==> config.mk <==
export PLATFORM = sky130hd
export DESIGN_NAME = skgs_seq
export DESIGN_NICKNAME = d
export VERILOG_FILES = /design/src/rtl/skgs_pkg.sv /design/src/rtl/skgs_seq.sv
export SDC_FILE = /design/constraint.sdc
export NUM_CORES = 1
export LEC_CHECK = 0
export BUFFER_PORTS_ARGS = -buffer_cell sky130_fd_sc_hd__clkbuf_2
export CORE_MARGIN = 10
export CORE_UTILIZATION = 51
export CTS_BUF_LIST = sky130_fd_sc_hd__clkbuf_8
export DETAILED_ROUTE_END_ITERATION = 16
export GPL_ROUTABILITY_DRIVEN = 0
export PLACE_DENSITY = 0.81
export SYNTH_ARGS = -nofsm -noshare
export SYNTH_HDL_FRONTEND = slang
export SYNTH_SLANG_ARGS = --single-unit
==> constraint.sdc <==
create_clock -name clk -period 5.4 [get_ports clk]
set_clock_uncertainty 0.05 [all_clocks]
set_input_delay 0.54 -clock clk [delete_from_list [all_inputs] [get_ports clk]]
set_output_delay 0.54 -clock clk [all_outputs]
set_load 0.005 [all_outputs]
==> src/rtl/skgs_pkg.sv <==
// Shared types and widths for the sorted key group sum block.
`default_nettype none

package skgs_pkg;

  localparam int KEY_W       = 32;
  localparam int VAL_W       = 32;
  localparam int SUM_W       = 38;
  localparam int IN_TDATA_W  = 64;
  localparam int OUT_TDATA_W = 104;
  localparam int OUT_TUSER_W = 2;

  typedef logic        [KEY_W-1:0] key_t;
  typedef logic signed [VAL_W-1:0] val_t;
  typedef logic signed [SUM_W-1:0] sum_t;

  // One buffer entry: record key, raw value and running (later: group) sum
  typedef struct packed {
    key_t key;
    val_t value;
    sum_t sum;
  } entry_t;

  // Batch-end notice from the loader to the sequencer
  typedef struct packed {
    logic done;
    logic ovf;
  } batch_t;

endpackage : skgs_pkg

`default_nettype wire

==> src/rtl/skgs_seq.sv <==
// Batch-end sequencer: backward pass writing group totals, then forward emission.
`default_nettype none

module skgs_seq #(
  parameter int DEPTH = 64,
  localparam int AW = $clog2(DEPTH),
  localparam int CW = $clog2(DEPTH + 1)
) (
  input  logic                              clk,
  input  logic                              rst,
  input  skgs_pkg::batch_t                  batch,
  input  logic [CW-1:0]                     batch_n,
  output logic                              load_en,
  output logic                              re,
  output logic [AW-1:0]                     raddr,
  input  skgs_pkg::entry_t                  rdata,
  output logic                              bk_we,
  output logic [AW-1:0]                     bk_addr,
  output skgs_pkg::sum_t                    bk_sum,
  output logic                              m_axis_tvalid,
  input  logic                              m_axis_tready,
  output logic [skgs_pkg::OUT_TDATA_W-1:0]  m_axis_tdata,
  output logic [skgs_pkg::OUT_TUSER_W-1:0]  m_axis_tuser,
  output logic                              m_axis_tlast
);
  import skgs_pkg::*;

  typedef enum logic [1:0] {S_LOAD, S_BACK, S_EMIT} state_t;

  state_t        state;
  logic [CW-1:0] n_reg;
  logic          ovf_reg;
  logic [CW-1:0] cnt;      // back: reads left; emit: next index to read
  logic          dv;       // read data valid this cycle
  logic [AW-1:0] dv_idx;   // index of the data in rdata
  sum_t          tot_reg;  // total of the run being walked backward
  key_t          nkey;     // back: key of next entry; emit: previous emitted key

  logic [CW-1:0] n_m1;
  logic [CW-1:0] cnt_m1;
  logic [AW-1:0] last_idx;
  logic          move;
  logic          bk_first;
  logic          grp_start;

  always_comb begin
    n_m1     = n_reg - CW'(1);
    cnt_m1   = cnt - CW'(1);
    last_idx = n_m1[AW-1:0];
    load_en  = (state == S_LOAD);
    move     = (state == S_EMIT) && dv && (!m_axis_tvalid || m_axis_tready);
  end

  // Read issue for both passes
  always_comb begin
    re    = 1'b0;
    raddr = cnt[AW-1:0];
    unique case (state)
      S_BACK: begin
        re    = (cnt != '0);
        raddr = cnt_m1[AW-1:0];
      end
      S_EMIT: begin
        re    = (cnt != n_reg) && (!dv || move);
        raddr = cnt[AW-1:0];
      end
      S_LOAD: begin
        re = 1'b0;
      end
      default: begin
        re = 1'b0;
      end
    endcase
  end

  // Backward pass: a run's total is the running sum at its last record
  always_comb begin
    bk_first  = (dv_idx == last_idx);
    bk_we     = (state == S_BACK) && dv;
    bk_addr   = dv_idx;
    bk_sum    = (bk_first || rdata.key != nkey) ? rdata.sum : tot_reg;
    grp_start = (dv_idx == '0) || (rdata.key != nkey);
  end

  always_ff @(posedge clk) begin
    if (rst) begin
      state         <= S_LOAD;
      cnt           <= '0;
      dv            <= 1'b0;
      m_axis_tvalid <= 1'b0;
    end else begin
      if (re) begin
        dv_idx <= raddr;
      end

      // Output register
      if (m_axis_tvalid && m_axis_tready) begin
        m_axis_tvalid <= 1'b0;
      end
      if (move) begin
        m_axis_tvalid <= 1'b1;
        m_axis_tdata  <= {{(OUT_TDATA_W-KEY_W-VAL_W-SUM_W){1'b0}},
                          rdata.sum, rdata.value, rdata.key};
        m_axis_tuser  <= {ovf_reg, grp_start};
        m_axis_tlast  <= (dv_idx == last_idx);
      end

      unique case (state)
        S_LOAD: begin
          dv <= 1'b0;
          if (batch.done) begin
            n_reg   <= batch_n;
            ovf_reg <= batch.ovf;
            cnt     <= batch_n;
            state   <= S_BACK;
          end
        end
        S_BACK: begin
          dv <= re;
          if (re) begin
            cnt <= cnt_m1;
          end
          if (dv) begin
            tot_reg <= bk_sum;
            nkey    <= rdata.key;
            if (dv_idx == '0) begin
              cnt   <= '0;
              state <= S_EMIT;
            end
          end
        end
        S_EMIT: begin
          if (re) begin
            cnt <= cnt + CW'(1);
            dv  <= 1'b1;
          end else if (move) begin
            dv <= 1'b0;
          end
          if (move) begin
            nkey <= rdata.key;
            if (dv_idx == last_idx) begin
              state <= S_LOAD;
            end
          end
        end
        default: begin
          state <= S_LOAD;
        end
      endcase
    end
  end

  a_bk_no_collide: assert property (@(posedge clk) disable iff (rst)
    (state == S_BACK && dv && re) |-> (raddr != dv_idx))
    else $error("back pass read and write hit the same entry");

  a_emit_range: assert property (@(posedge clk) disable iff (rst)
    (state == S_EMIT && dv) |-> (dv_idx <= last_idx))
    else $error("emission index past batch size");

  a_final_return: assert property (@(posedge clk) disable iff (rst)
    (move && dv_idx == last_idx) |=> (state == S_LOAD && m_axis_tvalid && m_axis_tlast))
    else $error("final beat not flagged or load not resumed");

endmodule : skgs_seq

`default_nettype wire

==> flow_summary.json <==
{
  "aggregate_routed_wire_length_um": 21500,
  "p_switching_mw": 1.12,
  "cell_internal_pwr_mw": 2.48,
  "critical_path_required_ns": 4.81,
  "cp_max_fo": 38,
  "ys_dominant_reg_cell": "sky130_fd_sc_hd__edfxtp_1",
  "synth_seq_area_share_pct": 72.9,
  "power.leakage_nw": 4.01,
  "reg2reg_from": "n_reg[0]$_DFFE_PP_",
  "setup_repair_after_global_routing_missed_its_margin": "false",
  "outcome": "finished clean",
  "placement_rows": 45,
  "layout_worst_path_cycle_share_pct": 70.6,
  "grt_start_max_net_pins": 59,
  "cts.htree.levels": 4,
  "grt_overflow": 0,
  "synth_enable_flop_cells": 189,
  "maxCapViolCount": 0,
  "synth_cell_type_count": 56,
  "drt_pass1_iterations": 5,
  "slew-limit-headroom_pct": 31.7,
  "grt_pass1_vias": 5282,
  "worst_ep_arrival_time_ns": 3.22,
  "final_nets": 866,
  "worst-setup-path-type": "register to output port",
  "clock_insertion_delay_worst_skew_ns": 0.46,
  "number_of_gates_resized_after_cts": 0,
  "fill_cell_instance_count_of_the_final_layout": 1087,
  "ff2ff_setup_slack_ns": 2.46,
  "p_comb_share_pct": 22.0,
  "pwr-share-seq_pct": 51.7,
  "finish.cell_count_without_fillers": 968,
  "final_core_utilization_pct": 65.1,
  "hold_path.class": "input pin to register",
  "cts_sinks": 200,
  "power.switching_fraction_pct": 31.2,
  "grt_antenna_before_repair": 0,
  "max-vdd-ir-drop_mv": 0.239,
  "post_cts_buffers": 0,
  "tritoncts_clock_tree": "yes",
  "cts_bufs_inserted": 17,
  "postCtsHoldBufs": 0,
  "final_layout_size_suffix_gt1_share_pct": 46.8,
  "setup-tns-final_ns": 0,
  "placedCellCount": 936,
  "remaining_drc_errors": 0,
  "core-area_mm2": 0.0154,
  "synth.ff_latch_count": 200,
  "vias_per_cell": 5.27,
  "clockRootBuffer": "sky130_fd_sc_hd__clkbuf_8",
  "die_height_um": 146,
  "worstMarginPinSlew_ns": 1.02,
  "crit_start": "n_reg[0]$_DFFE_PP_",
  "critPathCaptureType": "output port",
  "clockPowerShare_pct": 26.3,
  "clk_transition_reported_paths_ns": 0.11,
  "global_route.usage.total_pct": 19.8,
  "avgSynthCellArea_um2": 17.3,
  "dr.first_iter.drc_count": 397,
  "power_per_cell_area_mw_per_mm2": 360,
  "min_period_ns": 3.81,
  "setup.worst_path.start_class": "register",
  "synth_async_sr_flop_share_pct": 0,
  "hold_viol": 0,
  "largest_register_ffs": 102,
  "die_area_mm2": 0.0213,
  "yosys-top-cells-area": "sky130_fd_sc_hd__edfxtp_1 70%, sky130_fd_sc_hd__xor2_1 5.0%, sky130_fd_sc_hd__mux2_4 3.7%",
  "max-clock-path-buffers": 2,
  "fmax_mhz": 262,
  "total_power_mw": 3.60,
  "die_width_um": 146,
  "dp_hpwl_um": 16700,
  "synthToLayoutAreaGrowth_pct": 23.7,
  "drtAntennaViolNets": 0,
  "io-pin-count": 275,
  "min-delay-start": "rdata[52]",
  "yosys_warnings": 0,
  "first_pass_grt_wire_length_um": 32500,
  "slew_viol_final": 0,
  "synth_largest_type_area_fraction_pct": 70.2,
  "setup_viol_count_final": 0,
  "post_synth_instance_area_mm2": 0.00808,
  "finalHoldWorstSlack_ns": 0.187,
  "count_of_buffers_inserted_at_the_top_level_ports": 272,
  "antenna-diode-count": 0,
  "post_synth_inst_count": 468,
  "initial_core_util_pct": 52.6,
  "num_vias": 5105,
  "synth_largest_area_cell": "sky130_fd_sc_hd__edfxtp_1",
  "route.detailed.wl_per_inst_um": 22.3
}
## cells by family (layout without fill, tap and decap cells)
group,count (synthesis),count (layout),synth area share (%)
AOI/OAI and AO/OA,45,45,4.75
xor gates and xnor gates,60,60,6.50
adders and majority gates,8,8,1.24
buffers and inverters,30,318,2.28
DFF,200,200,72.9
muxes,45,45,7.09
other,1,2,0.0464
and+or+nand+nor,79,79,5.15
## final cells by class
class,instances,area [um2],share of cell area (%)
clock buffers,17,234,2.34
clock inverters,15,165,1.65
flip-flops and latches,200,5900,59.0
well taps,211,264,2.64
multi-input cells,239,2020,20.2
inverters,13,48.8,0.488
repair buffers,273,1370,13.7
## worst max-delay path, stage by stage (launching register included)
cell	delay, ns
sky130_fd_sc_hd__edfxtp_1	0.50
sky130_fd_sc_hd__inv_1	0.10
sky130_fd_sc_hd__ha_1	0.17
sky130_fd_sc_hd__nor2_1	0.05
sky130_fd_sc_hd__nand2b_1	0.16
sky130_fd_sc_hd__a2111oi_2	0.36
sky130_fd_sc_hd__o211a_1	0.25
sky130_fd_sc_hd__nand2b_4	0.56
sky130_fd_sc_hd__mux2_2	0.42
sky130_fd_sc_hd__clkbuf_2	0.12
## cells in the mapped netlist (4+ instances only)
| cell type | number |
|---|---|
| sky130_fd_sc_hd__inv_1 | 13 |
| sky130_fd_sc_hd__clkbuf_1 | 6 |
| sky130_fd_sc_hd__xnor2_1 | 14 |
| sky130_fd_sc_hd__nor2b_1 | 4 |
| sky130_fd_sc_hd__xor2_1 | 46 |
| sky130_fd_sc_hd__ha_1 | 8 |
| sky130_fd_sc_hd__edfxtp_1 | 189 |
| sky130_fd_sc_hd__mux2i_1 | 7 |
| sky130_fd_sc_hd__a21oi_1 | 7 |
| sky130_fd_sc_hd__mux2_4 | 20 |
| sky130_fd_sc_hd__nor2_1 | 20 |
| sky130_fd_sc_hd__nand3_1 | 4 |
| sky130_fd_sc_hd__mux2_2 | 18 |
| sky130_fd_sc_hd__nand2_1 | 19 |
| sky130_fd_sc_hd__buf_4 | 5 |
| sky130_fd_sc_hd__dfxtp_1 | 11 |
| sky130_fd_sc_hd__nand2b_1 | 6 |
| sky130_fd_sc_hd__nor4_1 | 9 |
| sky130_fd_sc_hd__nor3_1 | 4 |
| sky130_fd_sc_hd__o21ai_0 | 4 |
| sky130_fd_sc_hd__o2bb2ai_1 | 4 |
## cells in the final DEF (no fill, tap or decap), types with 3 or more instances in the layout
master / n
sky130_fd_sc_hd__o2bb2ai_1: 4
sky130_fd_sc_hd__edfxtp_1: 189
sky130_fd_sc_hd__mux2i_1: 7
sky130_fd_sc_hd__nand2_1: 19
sky130_fd_sc_hd__mux2_4: 20
sky130_fd_sc_hd__nor3_1: 4
sky130_fd_sc_hd__inv_8: 3
sky130_fd_sc_hd__nor4_1: 9
sky130_fd_sc_hd__clkbuf_2: 272
sky130_fd_sc_hd__clkbuf_8: 17
sky130_fd_sc_hd__xor2_1: 46
sky130_fd_sc_hd__dfxtp_1: 11
sky130_fd_sc_hd__o21ai_0: 4
sky130_fd_sc_hd__a21o_1: 3
sky130_fd_sc_hd__nand4_1: 3
sky130_fd_sc_hd__inv_1: 14
sky130_fd_sc_hd__mux2_2: 18
sky130_fd_sc_hd__inv_6: 3
sky130_fd_sc_hd__nor2_1: 20
sky130_fd_sc_hd__nor2b_1: 4
sky130_fd_sc_hd__ha_1: 8
sky130_fd_sc_hd__clkinv_4: 3
sky130_fd_sc_hd__nand3_1: 4
sky130_fd_sc_hd__a21oi_1: 6
sky130_fd_sc_hd__xnor2_1: 14
sky130_fd_sc_hd__nand2b_1: 6
## worst paths after layout
| kind | endpoint | cells after the start |
|---|---|---|
| max | bk_sum[2] | 9 |
| min | m_axis_tdata[46]$_DFFE_PP_ | 1 |
| max reg2reg | tot_reg[2]$_DFFE_PP_ | 8 |
| min reg2reg | m_axis_tuser[1]$_DFFE_PP_ | 0 |
## power groups by stage
stage	Combinational [mW]	Clock (mW)	Sequential, mW
floorplan	0.571	0	1.84
global placement	0.759	0	1.89
detailed placement	0.784	0	1.89
CTS	0.788	0.962	1.86
global route	0.864	1.03	1.87
finish	0.791	0.947	1.86
## through the flow
stage          instance area (um2)  worst slack, ns
5_1_grt                      10000             1.44
6_report                     10000             1.59
4_1_cts                      10000             1.56
3_5_place_dp                  9600             2.07
3_3_place_gp                  9600             2.08
2_1_floorplan                 8090             1.52
## per-layer routing
metal  wire (um)  GRT usage [%]
met5           0              0
met2       11400           35.0
met1        8260           22.9
met3        1480           4.97
met4         386           6.67
No activity file was read; power rests on OpenSTA's default activity.
