## config.mk

```make
export PLATFORM = sky130hd
export DESIGN_NAME = skgs_loader
export DESIGN_NICKNAME = d
export VERILOG_FILES = /design/src/rtl/skgs_pkg.sv /design/src/rtl/skgs_loader.sv
export SDC_FILE = /design/constraint.sdc
export NUM_CORES = 1
export LEC_CHECK = 0
export BUFFER_PORTS_ARGS = -buffer_cell sky130_fd_sc_hd__buf_4
export CORE_ASPECT_RATIO = 1.5
export CORE_MARGIN = 1
export CORE_UTILIZATION = 40
export DETAILED_ROUTE_END_ITERATION = 6
export PLACE_DENSITY = 0.69
export SLEW_MARGIN = 20
export SYNTH_ARGS = -nofsm -noshare
export SYNTH_HDL_FRONTEND = slang
export SYNTH_SLANG_ARGS = --single-unit
```

## constraint.sdc

```tcl
create_clock -name clk -period 5.2 [get_ports clk]
set_input_delay 1.04 -clock clk [delete_from_list [all_inputs] [get_ports clk]]
set_output_delay 1.04 -clock clk [all_outputs]
set_load 0.03 [all_outputs]
```

## src/rtl/skgs_pkg.sv

```systemverilog
// Shared types and widths for the sorted key group sum block.
`default_nettype none

package skgs_pkg;

  localparam int KEY_W       = 32;
  localparam int VAL_W       = 32;
  localparam int SUM_W       = 38;
  localparam int IN_TDATA_W  = 64;
  localparam int OUT_TDATA_W = 104;
  localparam int OUT_TUSER_W = 2;

  typedef logic        [KEY_W-1:0] key_t;
  typedef logic signed [VAL_W-1:0] val_t;
  typedef logic signed [SUM_W-1:0] sum_t;

  // One buffer entry: record key, raw value and running (later: group) sum
  typedef struct packed {
    key_t key;
    val_t value;
    sum_t sum;
  } entry_t;

  // Batch-end notice from the loader to the sequencer
  typedef struct packed {
    logic done;
    logic ovf;
  } batch_t;

endpackage : skgs_pkg

`default_nettype wire

```

## src/rtl/skgs_loader.sv

```systemverilog
// Input side: takes records, keeps the running sum per run of equal keys, fills the buffer.
`default_nettype none

module skgs_loader #(
  parameter int DEPTH = 64,
  localparam int AW = $clog2(DEPTH),
  localparam int CW = $clog2(DEPTH + 1)
) (
  input  logic                                 clk,
  input  logic                                 rst,
  input  logic                                 load_en,
  input  logic                                 s_axis_tvalid,
  output logic                                 s_axis_tready,
  input  logic [skgs_pkg::IN_TDATA_W-1:0]      s_axis_tdata,
  input  logic                                 s_axis_tlast,
  output logic                                 we,
  output logic [AW-1:0]                        waddr,
  output skgs_pkg::entry_t                     wdata,
  output skgs_pkg::batch_t                     batch,
  output logic [CW-1:0]                        batch_n
);
  import skgs_pkg::*;

  logic [CW-1:0] count;
  key_t          prev_key;
  sum_t          gsum;
  logic          ovf;

  key_t rec_key;
  val_t rec_value;
  logic accept;
  logic room;
  logic start;
  sum_t sum_next;

  assign rec_key       = s_axis_tdata[KEY_W-1:0];
  assign rec_value     = s_axis_tdata[KEY_W+VAL_W-1:KEY_W];
  assign s_axis_tready = load_en;

  // Run detection and running sum
  always_comb begin
    accept   = s_axis_tvalid && s_axis_tready;
    room     = (count != CW'(DEPTH));
    start    = (count == '0) || (rec_key != prev_key);
    sum_next = start ? SUM_W'(rec_value) : gsum + SUM_W'(rec_value);
  end

  // Buffer write and batch-end notice
  always_comb begin
    we          = accept && room;
    waddr       = count[AW-1:0];
    wdata.key   = rec_key;
    wdata.value = rec_value;
    wdata.sum   = sum_next;
    batch.done  = accept && s_axis_tlast;
    batch.ovf   = ovf || !room;
    batch_n     = room ? count + CW'(1) : count;
  end

  always_ff @(posedge clk) begin
    if (rst) begin
      count    <= '0;
      prev_key <= '0;
      gsum     <= '0;
      ovf      <= 1'b0;
    end else if (accept) begin
      if (s_axis_tlast) begin
        count    <= '0;
        prev_key <= '0;
        gsum     <= '0;
        ovf      <= 1'b0;
      end else if (room) begin
        count    <= count + CW'(1);
        prev_key <= rec_key;
        gsum     <= sum_next;
      end else begin
        ovf <= 1'b1;
      end
    end
  end

  a_count_range: assert property (@(posedge clk) disable iff (rst)
    count <= CW'(DEPTH))
    else $error("record count beyond depth");

  a_ovf_full: assert property (@(posedge clk) disable iff (rst)
    ovf |-> (count == CW'(DEPTH)))
    else $error("overflow flagged with room left");

  a_batch_clear: assert property (@(posedge clk) disable iff (rst)
    (accept && s_axis_tlast) |=> (count == '0 && !ovf))
    else $error("loader not cleared after batch end");

endmodule : skgs_loader

`default_nettype wire

```

==> out/qor.csv, run 1 <==
stage;metric;value;unit
final_layout;number of diodes;0;
logic_synthesis;multiplexer share of the synthesized area;1.59;%
logic_synthesis;Synth Area in Adders;8.07;%
floorplan;Ports;188;
sta;period utilization;96.9;%
clocking;Skew-Pair Late Insertion Delay;0.35;ns
logic_synthesis;Post-Syn Area per Cell;7.76;um2
final_layout;Final #Nets;1009;
critical_path;Crit Path Category;in2out;
logic_synthesis;async set-reset flop share out of synthesis;0;%
logic_synthesis;ys flop type;dfxtp_1;
routing;Wirelength per Cell;15.6;um
sta;FMAX;198;MHz
routing;First DRT Iteration DRCs;211;
final_layout;Area Overhead vs Synth;21.6;%
floorplan;Core ar.;15200;um2
routing;antenna viol nets, final;0;
critical_path;r2r endpoint;gsum[32];
routing;via-per-instance ratio;5.55;
logic_synthesis;Mapped Cells;812;
critical_path;CP required;4.16;ns
sta;Setup Skew;0.00570;ns
grt;total congestion overflow;0;
grt;first-pass GRT wire length;27.5;mm
sta;Least-Margin Pin Slew;0.654;ns
sta;Final Max Tran Viols;0;
logic_synthesis;Compound-Gate Fraction of Synth Area;26.7;%
floorplan;die height;156;um
power_and_ir_drop;PwrDens;235;nW/um2
clocking;PostCTS Resize Cnt;0;
placement;I/O Buffers;187;
critical_path;crit end category;output pin;
power_and_ir_drop;VDD IR max;123;uV
grt;largest net degree at the start of global routing;83;
sta;Tmin final;5.04;ns
critical_path;FF-to-FF path depth;11;
floorplan;Initial Util;41.4;%
logic_synthesis;main combinational cell family by area after synthesis;compound AO/OA/AOI/OAI gates;
worst_hold_path;hold path startpoint;gsum[27];
critical_path;crit path from;s_axis_tdata[34];
routing;drt drc;0;
power_and_ir_drop;leakage power;3.28;nW
outcome;status;completed;
logic_synthesis;post-synthesis share of cell area spent on xor and xnor gates;9.46;%
logic_synthesis;Post-synth EDFFs;0;
floorplan;floorplan row count;55;
critical_path;CP arrival;4.00;ns
sta;final hold vios;0;
logic_synthesis;syn_nets;921;
routing;final wirelength;17.2;mm
logic_synthesis;Seq cells post-synth;78;
clocking;TritonCTS clock tree;done;
sta;TNS Setup;0;ns
logic_synthesis;Seq/Total Area, Yosys;24.8;%
placement;hpwl dp;13.0;mm
critical_path;crit path launch type;input port;
logic_synthesis;Yosys cell types;60;
final_layout;Post-Route Utilization;50.4;%
clocking;CTS Buf Count;9;
floorplan;Die X;104;um
sta;Finish-stage setup viols;0;
sta;slew margin rel.;56.4;%
clocking;Clock Path Buffers;2;
flow_run;max_cap viols;0;
routing;via count;6130;
logic_synthesis;Mapped Area;6300;um2
logic_synthesis;Synth warnings;0;
clocking;Clk pin slew, worst setup/hold paths;0.06;ns
sta;Min Hold Slack;0.469;ns
floorplan;die area;16300;um2
critical_path;RR Startpoint;gsum[0];
logic_synthesis;Synth Area in Simple Gates;16.8;%
placement;gpl congestion;0.902;
grt;global-route usage over all layers;21.0;%
clocking;postcts setup bufs;0;
sta;RSZ-0062 raised after global routing;false;
critical_path;Worst Setup EP;wdata[37];
grt;vias in the first global route;5757;
clocking;hold buffers post-CTS;0;
final_layout;share of cells above drive strength 1;25.2;%
routing;DR pass1 iterations;4;
grt;initial antenna violation count;0;
worst_hold_path;hold crit path type;reg2reg;
clocking;CTS H-tree depth;3;
clocking;Root Buffer;clkbuf_16;
critical_path;reg-to-reg slack, setup;2.14;ns
clocking;TritonCTS Sinks;78;
critical_path;critical path fanouts, max;5;
how the worst min path moves through the flow:
| stage | slack [ns] | cells after the start | endpoint |
|---|---|---|---|
| 3_5_place_dp | 0.46 | 1 | gsum[22] |
| 6_report | 0.47 | 2 | gsum[27] |
| 5_1_grt | 0.50 | 1 | gsum[21] |
| 2_1_floorplan | 0.44 | 2 | gsum[27] |
| 4_1_cts | 0.47 | 2 | gsum[27] |
| 3_3_place_gp | 0.45 | 2 | gsum[27] |
registers in the layout, indices dropped and copies added (netlist names):
signal / count
prev_key: 32
gsum: 38
ovf: 1
count: 7
layout by cell type (no fill, tap or decap), types with 3 or more instances in the layout:
master | Yosys | layout
a31oi_1 | 5 | 5
inv_1 | 22 | 22
o21ai_0 | 55 | 54
dfxtp_1 | 78 | 78
buf_4 | 71 | 195
o211ai_1 | 5 | 5
a22oi_1 | 46 | 46
and2_1 | 4 | 4
a21o_1 | 11 | 11
a21oi_1 | 52 | 52
o2111ai_1 | 4 | 4
o21a_1 | 6 | 6
o21bai_1 | 5 | 5
o22ai_1 | 4 | 4
nor3_1 | 10 | 9
nand2b_1 | 6 | 6
nand4_1 | 13 | 13
ha_1 | 39 | 39
o31ai_1 | 11 | 11
a22o_1 | 15 | 15
nor2_1 | 79 | 79
nor4b_1 | 3 | 3
nand3_1 | 15 | 15
and3_1 | 8 | 8
nand2_1 | 59 | 59
mux2_2 | 8 | 8
o2bb2ai_1 | 3 | 3
clkbuf_16 | 0 | 9
xor2_1 | 11 | 11
nor4_1 | 9 | 9
nor2b_1 | 7 | 7
a211oi_1 | 8 | 8
xnor2_1 | 57 | 57
synthesized netlist by cell type (6+ instances only):
cell type  count  area share, %
nor2_1        79            4.7
dfxtp_1       78             25
buf_4         71            8.5
nand2_1       59            3.5
xnor2_1       57            7.9
o21ai_0       55            4.4
a21oi_1       52            4.1
clkbuf_1      48            2.9
a22oi_1       46            5.5
ha_1          39            7.7
inv_1         22            1.3
a22o_1        15            2.1
nand3_1       15            1.2
nand4_1       13            1.3
a21o_1        11            1.3
o31ai_1       11            1.3
xor2_1        11            1.5
nor3_1        10           0.79
nor4_1         9           0.89
a211oi_1       8           0.95
and3_1         8           0.79
mux2_2         8            1.4
nor2b_1        7           0.70
nand2b_1       6           0.60
o21a_1         6           0.72
metal layers:
metal / GRT usage, % / vias to the layer above / routed length [um]
met4: 13.1 / 0 / 761
met2: 39.1 / 206 / 8870
met3: 2.42 / 48 / 798
met5: 0 / - / 0
met1: 22.5 / 2837 / 6790
li1: - / 3039 / -
metrics by stage:
| step | instances | power [mW] | area (um2) | worst slack, ns |
|---|---|---|---|---|
| floorplan | 812 | 0.966 | 6300 | 0.296 |
| global placement | 1088 | 1.11 | 7330 | 0.139 |
| detailed placement | 1088 | 1.11 | 7330 | 0.112 |
| CTS | 1104 | 1.82 | 7660 | 0.107 |
| global route | 1104 | 1.88 | 7660 | 0.00590 |
| finish | 1104 | 1.80 | 7660 | 0.161 |
area by class of cell:
cell class | instances | area (um2)
fillers | 1515 | 7550
multi-input cells | 593 | 3960
flip-flops and latches | 78 | 1560
repair buffers | 196 | 1480
well taps | 199 | 249
clock buffers | 11 | 243
clock inverters | 5 | 82.6
inverters | 22 | 82.6
power breakdown:
group | total (mW) | switching [mW] | internal [mW] | leakage, nW
logic | 0.468 | 0.281 | 0.187 | 2.49
clock network | 0.709 | 0.274 | 0.435 | 0.160
registers | 0.626 | 0.0116 | 0.614 | 0.633
critical path, stage by stage:
cell	delay, ns
buf_4	0.12
ha_1	0.36
o21ai_1	0.09
o211a_1	0.24
or4b_4	0.56
a2111o_1	0.52
a211oi_2	0.27
nor3_2	0.11
or4_1	0.40
o2111ai_1	0.10
buf_4	0.20
kinds of logic after synthesis:
group	after synthesis
AO/OA/AOI/OAI	252
buffers and inverters	141
multiplexers	9
flip-flops	78
AND/OR/NAND/NOR	224
adder cells (fa/ha/maj)	40
XOR/XNOR	68
Note: power is estimated with default switching activity, not from simulation.
==> run 2: changes to the inputs <==
Settings changed: CELL_PAD_IN_SITES_DETAIL_PLACEMENT set to 0, CELL_PAD_IN_SITES_GLOBAL_PLACEMENT set to 1, CORE_UTILIZATION 40 to 38, PLACE_DENSITY 0.69 to 0.86.
==> run 2 against run 1 <==
Compared with the run above: count of clock-buffer cells in the layout fell by 1; sequential share of layout area barely moved; core utilization fell by 3.0 points; critical endpoint unchanged; largest cell class unchanged.
==> out/qor.csv, run 2 (synthesized netlist as in run 1, its figures left out) <==
stage;metric;value;unit;change
power_and_ir_drop;Net Sw Frac;31.7;%;+0.27 points
placement;gpl congestion;0.922;;+2.2%
outcome;status;completed;;
clocking;CTS H-tree depth;3;;unchanged
floorplan;die height;160;um;+2.6%
routing;DRT met1 WL;6.97;mm;+2.7%
routing;drt drc;0;;unchanged
sta;Final Max Tran Viols;0;;unchanged
routing;via-per-instance ratio;5.46;;-1.6%
floorplan;Initial Util;38.9;%;-2.5 points
clocking;Clock Path Buffers;2;;unchanged
floorplan;die area;17100;um2;+5.2%
floorplan;Die X;107;um;+2.6%
final_layout;Most flops, register;gsum;;
routing;First DRT Iteration DRCs;205;;-2.8%
power_and_ir_drop;internal power;1.24;mW;+0.20%
sta;Finish-stage setup viols;0;;unchanged
power_and_ir_drop;leakage power;3.28;nW;+0.11%
routing;Wirelength per Cell;15.6;um;-0.12%
power_and_ir_drop;Flop pwr share;34.5;%;-0.2 points
final_layout;top flop regs;gsum: 38 flops, prev_key: 32 flops, count: 7 flops;;
sta;Least-Margin Pin Slew;0.671;ns;+0.0169 ns
power_and_ir_drop;P_sw;575;uW;+1.5%
flow_run;max_cap viols;0;;unchanged
critical_path;CP arrival;3.99;ns;about the same
final_layout;max reg flops;38;;unchanged
routing;final wirelength;17.3;mm;+0.52%
sta;FMAX;199;MHz;+0.12%
sta;Setup Skew;0.00741;ns;+0.00171 ns
critical_path;crit path launch type;input port;;
grt;vias in the first global route;5881;;+2.2%
final_layout;Area Overhead vs Synth;21.8;%;
routing;DR pass1 iterations;4;;unchanged
worst_hold_path;hold crit path type;reg2reg;;
critical_path;reg-to-reg slack, setup;2.16;ns;+0.02 ns
routing;DR WL met2;9.09;mm;+2.4%
final_layout;most common cell after layout, fill and taps aside;buf_4;;
final_layout;share of cells above drive strength 1;25.3;%;+0.11 points
grt;initial antenna violation count;0;;unchanged
power_and_ir_drop;PwrDens;236;nW/um2;+0.42%
routing;via count;6069;;-1.0%
sta;TNS Setup;0;ns;unchanged
clocking;Root Buffer;clkbuf_16;;
sta;period utilization;96.8;%;-0.11 points
power_and_ir_drop;Gate power share;25.9;%;about the same
power_and_ir_drop;Clk pwr share;39.6;%;+0.3 points
grt;global-route usage over all layers;20.6;%;-0.45 points
critical_path;CP required;4.16;ns;about the same
floorplan;floorplan row count;57;;+3.6%
clocking;hold buffers post-CTS;0;;unchanged
final_layout;most frequent cells in the layout;195 x buf_4, 79 x nor2_1, 78 x dfxtp_1;;
clocking;postcts setup bufs;0;;unchanged
grt;largest net degree at the start of global routing;83;;unchanged
sta;Tmin final;5.03;ns;-0.00598 ns
grt;total congestion overflow;0;;unchanged
placement;I/O Buffers;187;;unchanged
sta;final hold vios;0;;unchanged
sta;PnR worst setup slack;0.167;ns;+0.00598 ns
sta;RSZ-0062 raised after global routing;false;;
routing;Highest Signal Layer;met4;;
critical_path;crit end category;output pin;;
sta;Min Hold Slack;0.465;ns;-0.00385 ns
sta;slew margin rel.;55.1;%;-1.3 points
clocking;PostCTS Resize Cnt;0;;unchanged
placement;hpwl dp;13.1;mm;+0.83%
grt;first-pass GRT wire length;28.2;mm;+2.6%
placement;dpl ws;0.114;ns;+0.00198 ns
routing;met3 WL;676;um;-15%
floorplan;Core ar.;16200;um2;+6.5%
floorplan;Ports;188;;unchanged
routing;antenna viol nets, final;0;;unchanged
power_and_ir_drop;VDD IR max;128;uV;+3.6%
clocking;TritonCTS clock tree;done;;
critical_path;Crit Path Category;in2out;;
critical_path;critical path fanouts, max;5;;unchanged
clocking;Skew-Pair Late Insertion Delay;0.34;ns;about the same
clocking;CTS Buf Count;9;;unchanged
clocking;Clk pin slew, worst setup/hold paths;0.06;ns;about the same
final_layout;number of diodes;0;;unchanged
final_layout;Final #Nets;1009;;unchanged
final_layout;Post-Route Utilization;47.4;%;-3.0 points
clocking;TritonCTS Sinks;78;;unchanged
run 2: final timing paths:
check / from / cells past startpoint / end
max: s_axis_tdata[34] / 11 / wdata[37]
min: gsum[27] / 2 / gsum[27]
max reg2reg: gsum[0] / 11 / gsum[32]
min reg2reg: gsum[27] / 2 / gsum[27]
run 2: worst max-delay path, cell delays in order:
cell and delay (ns):
buf_4 0.12, ha_1 0.35, o21ai_1 0.09, o211a_1 0.23
or4b_4 0.55, a2111o_1 0.47, a211oi_2 0.30, nor3_2 0.10
or4_1 0.41, o2111ai_1 0.12, buf_4 0.20
run 2: power by group through the flow:
stage          logic (mW)  registers, mW  clock network, mW
6_report            0.469          0.626              0.719
5_1_grt             0.508          0.628              0.760
4_1_cts             0.472          0.626              0.735
3_5_place_dp        0.471          0.639                  0
3_3_place_gp        0.468          0.639                  0
2_1_floorplan       0.330          0.636                  0
run 2: area by class of cell:
| type | instances | area, um2 |
|---|---|---|
| timing repair buffer | 196 | 1480 |
| inverter | 22 | 82.6 |
| tap | 206 | 258 |
| sequential | 78 | 1560 |
| fill | 1640 | 8520 |
| clock buffer | 10 | 239 |
| clock inverter | 6 | 91.3 |
| multi-input combinational | 593 | 3960 |
run 2: routing by layer:
layer / global-route usage (%) / vias to the layer above
met5: 0 / -
met4: 9.65 / 0
met3: 3.10 / 34
met2: 37.7 / 177
met1: 22.8 / 2806
li1: - / 3052
run 2: metrics by stage:
stage                     total power [mW]  std cells  cell area [um2]
after floorplan                      0.966        812             6300
after global placement                1.11       1095             7340
after detailed placement              1.11       1095             7340
after CTS                             1.83       1111             7670
after global routing                  1.90       1111             7670
final                                 1.81       1111             7670
==> run 3: changes to the inputs <==
Settings changed: CORE_MARGIN 1 to 2, PLACE_DENSITY 0.86 to 0.93.
==> run 3 against run 2 <==
Compared with the run above: count of clock-buffer cells in the layout decreased by 1; critical path type unchanged; worst hold slack worse by 0.0074 ns; final cell count about the same.
==> out/qor.csv, run 3 (synthesized netlist as in run 1, its figures left out) <==
stage;metric;value;unit;change
power_and_ir_drop;Net Sw Frac;33.4;%;+1.7 points
clocking;CTS H-tree depth;3;;unchanged
placement;gpl congestion;0.911;;-1.2%
sta;final hold vios;0;;unchanged
final_layout;most common cell after layout, fill and taps aside;buf_4;;
worst_hold_path;hold crit path type;reg2reg;;
clocking;Clk pin slew, worst setup/hold paths;0.07;ns;about the same
clocking;PostCTS Resize Cnt;0;;unchanged
critical_path;largest stage delay on the critical path;0.56;ns;about the same
sta;period utilization;97.7;%;+0.88 points
routing;final wirelength;17.1;mm;-1.3%
final_layout;Post-Route Utilization;47.0;%;-0.35 points
placement;hpwl dp;13.0;mm;-0.95%
floorplan;die height;162;um;+1.3%
floorplan;Core ar.;16200;um2;unchanged
final_layout;number of fill cells;1629;;-0.67%
critical_path;Buf/Inv on CP;2;;unchanged
sta;slew margin rel.;55.3;%;+0.22 points
sta;TNS Setup;0;ns;unchanged
final_layout;Most flops, register;gsum;;
clocking;TritonCTS Sinks;78;;unchanged
clocking;Clock Path Buffers;2;;unchanged
power_and_ir_drop;P_sw;566;uW;-1.5%
power_and_ir_drop;VDD IR max;151;uV;+18%
routing;antenna viol nets, final;0;;unchanged
sta;Tmin final;5.08;ns;+0.0460 ns
sta;FMAX;197;MHz;-0.91%
sta;Setup Skew;0.00635;ns;-0.00107 ns
floorplan;Die X;109;um;+1.9%
critical_path;CP cell instances;buf_4 -> ha_1 -> o21ai_1 -> o211a_1 -> or4b_4 -> a2111o_1 -> a211oi_2 -> nor3_2 -> or4_1 -> o2111ai_1 -> buf_4;;
routing;drt drc;0;;unchanged
grt;largest net degree at the start of global routing;83;;unchanged
critical_path;crit path launch type;input port;;
final_layout;number of diodes;0;;unchanged
grt;first-pass GRT wire length;26.7;mm;-5.2%
routing;via count;6062;;-0.12%
routing;via-per-instance ratio;5.46;;about the same
power_and_ir_drop;Gate power share;27.6;%;+1.7 points
clocking;Skew-Pair Late Insertion Delay;0.33;ns;about the same
critical_path;crit end category;output pin;;
final_layout;share of cells above drive strength 1;25.2;%;-0.083 points
critical_path;Crit Path Category;in2out;;
final_layout;Final #Nets;1008;;-0.099%
clocking;Root Buffer;clkbuf_16;;
clocking;TritonCTS clock tree;done;;
power_and_ir_drop;Clk pwr share;35.5;%;-4.1 points
outcome;status;completed;;
final_layout;max reg flops;38;;unchanged
clocking;CTS Buf Count;9;;unchanged
routing;DR pass1 iterations;6;;+2
floorplan;Ports;188;;unchanged
critical_path;critical path fanouts, max;5;;unchanged
grt;vias in the first global route;5611;;-4.6%
floorplan;floorplan row count;57;;unchanged
grt;initial antenna violation count;0;;unchanged
clocking;hold buffers post-CTS;0;;unchanged
critical_path;CP required;4.16;ns;about the same
placement;dpl ws;0.126;ns;+0.0113 ns
sta;Final Max Tran Viols;0;;unchanged
clocking;postcts setup bufs;0;;unchanged
final_layout;top flop regs;gsum: 38 flops, prev_key: 32 flops, count: 7 flops;;
critical_path;CP most frequent cell;buf_4;;
critical_path;CP delay by family, top;compound AO/OA/AOI/OAI gates;;
power_and_ir_drop;leakage power;3.25;nW;-0.96%
power_and_ir_drop;Flop pwr share;36.9;%;+2.4 points
sta;Finish-stage setup viols;0;;unchanged
placement;I/O Buffers;187;;unchanged
power_and_ir_drop;PwrDens;223;nW/um2;-5.8%
grt;global-route usage over all layers;18.8;%;-1.8 points
sta;Least-Margin Pin Slew;0.670;ns;-0.000819 ns
grt;total congestion overflow;0;;unchanged
final_layout;Area Overhead vs Synth;20.9;%;
critical_path;highest-delay cell along the critical path;or4b_4;;
final_layout;most frequent cells in the layout;194 x buf_4, 79 x nor2_1, 78 x dfxtp_1;;
floorplan;Initial Util;38.9;%;unchanged
power_and_ir_drop;internal power;1.13;mW;-8.8%
sta;PnR worst setup slack;0.121;ns;-0.0460 ns
critical_path;CP arrival;4.04;ns;+0.05 ns
flow_run;max_cap viols;0;;unchanged
final_layout;register area;1560;um2;unchanged
routing;Wirelength per Cell;15.4;um;-1.2%
final_layout;area of the multi-input gates;3960;um2;unchanged
routing;First DRT Iteration DRCs;255;;+24%
floorplan;die area;17600;um2;+3.1%
sta;RSZ-0062 raised after global routing;false;;
[run 3: cell count changes in the layout (fill, tap and decap cells not counted), sizes merged]
cell,previous run,this run
clkbuf,10,9
clkinv,2,3
buf,196,195
inv,24,25
bufinv,2,0
clkinvlp,0,1
[run 3: through the flow]
| step | power [mW] | cells | area (um2) | hold WS (ns) |
|---|---|---|---|---|
| final | 1.70 | 1110 | 7620 | 0.458 |
| after global routing | 1.79 | 1110 | 7620 | 0.492 |
| after CTS | 1.72 | 1110 | 7620 | 0.462 |
| after detailed placement | 1.11 | 1094 | 7330 | 0.452 |
| after global placement | 1.10 | 1094 | 7330 | 0.448 |
| after floorplan | 0.966 | 812 | 6300 | 0.440 |
[run 3: power groups by stage]
stage / clock, mW / combinational (mW) / sequential, mW
2_1_floorplan: 0 / 0.330 / 0.636
4_1_cts: 0.629 / 0.471 / 0.625
6_report: 0.603 / 0.468 / 0.626
5_1_grt: 0.654 / 0.505 / 0.627
3_3_place_gp: 0 / 0.466 / 0.639
3_5_place_dp: 0 / 0.469 / 0.639
[run 3: area by class of cell]
type                    count  area share [%]
multi-input cells         593            51.9
flip-flops and latches     78            20.5
repair buffers            195            19.4
well taps                 206            3.38
clock buffers               9            2.96
inverters                  22            1.08
clock inverters             7           0.739
[run 3: final timing paths]
kind	cells after the start	startpoint	slack [ns]	end
max reg2reg	11	gsum[0]	2.14	gsum[32]
min	2	gsum[27]	0.46	gsum[27]
min reg2reg	2	gsum[27]	0.46	gsum[27]
max	11	s_axis_tdata[34]	0.12	wdata[37]
[run 3: layer usage]
metal / GRT usage [%] / up-vias / routed length, um
li1: - / 3045 / -
met1: 20.6 / 2817 / 6610
met2: 35.1 / 169 / 9200
met3: 2.41 / 31 / 761
met4: 8.45 / 0 / 508
met5: 0 / - / 0
[run 3: tightest hold or removal path: cells and delay by family (launching register included)]
kind,cells,cell delay (ns)
compound gates,1,0.05
simple gates,1,0.05
flops,1,0.31
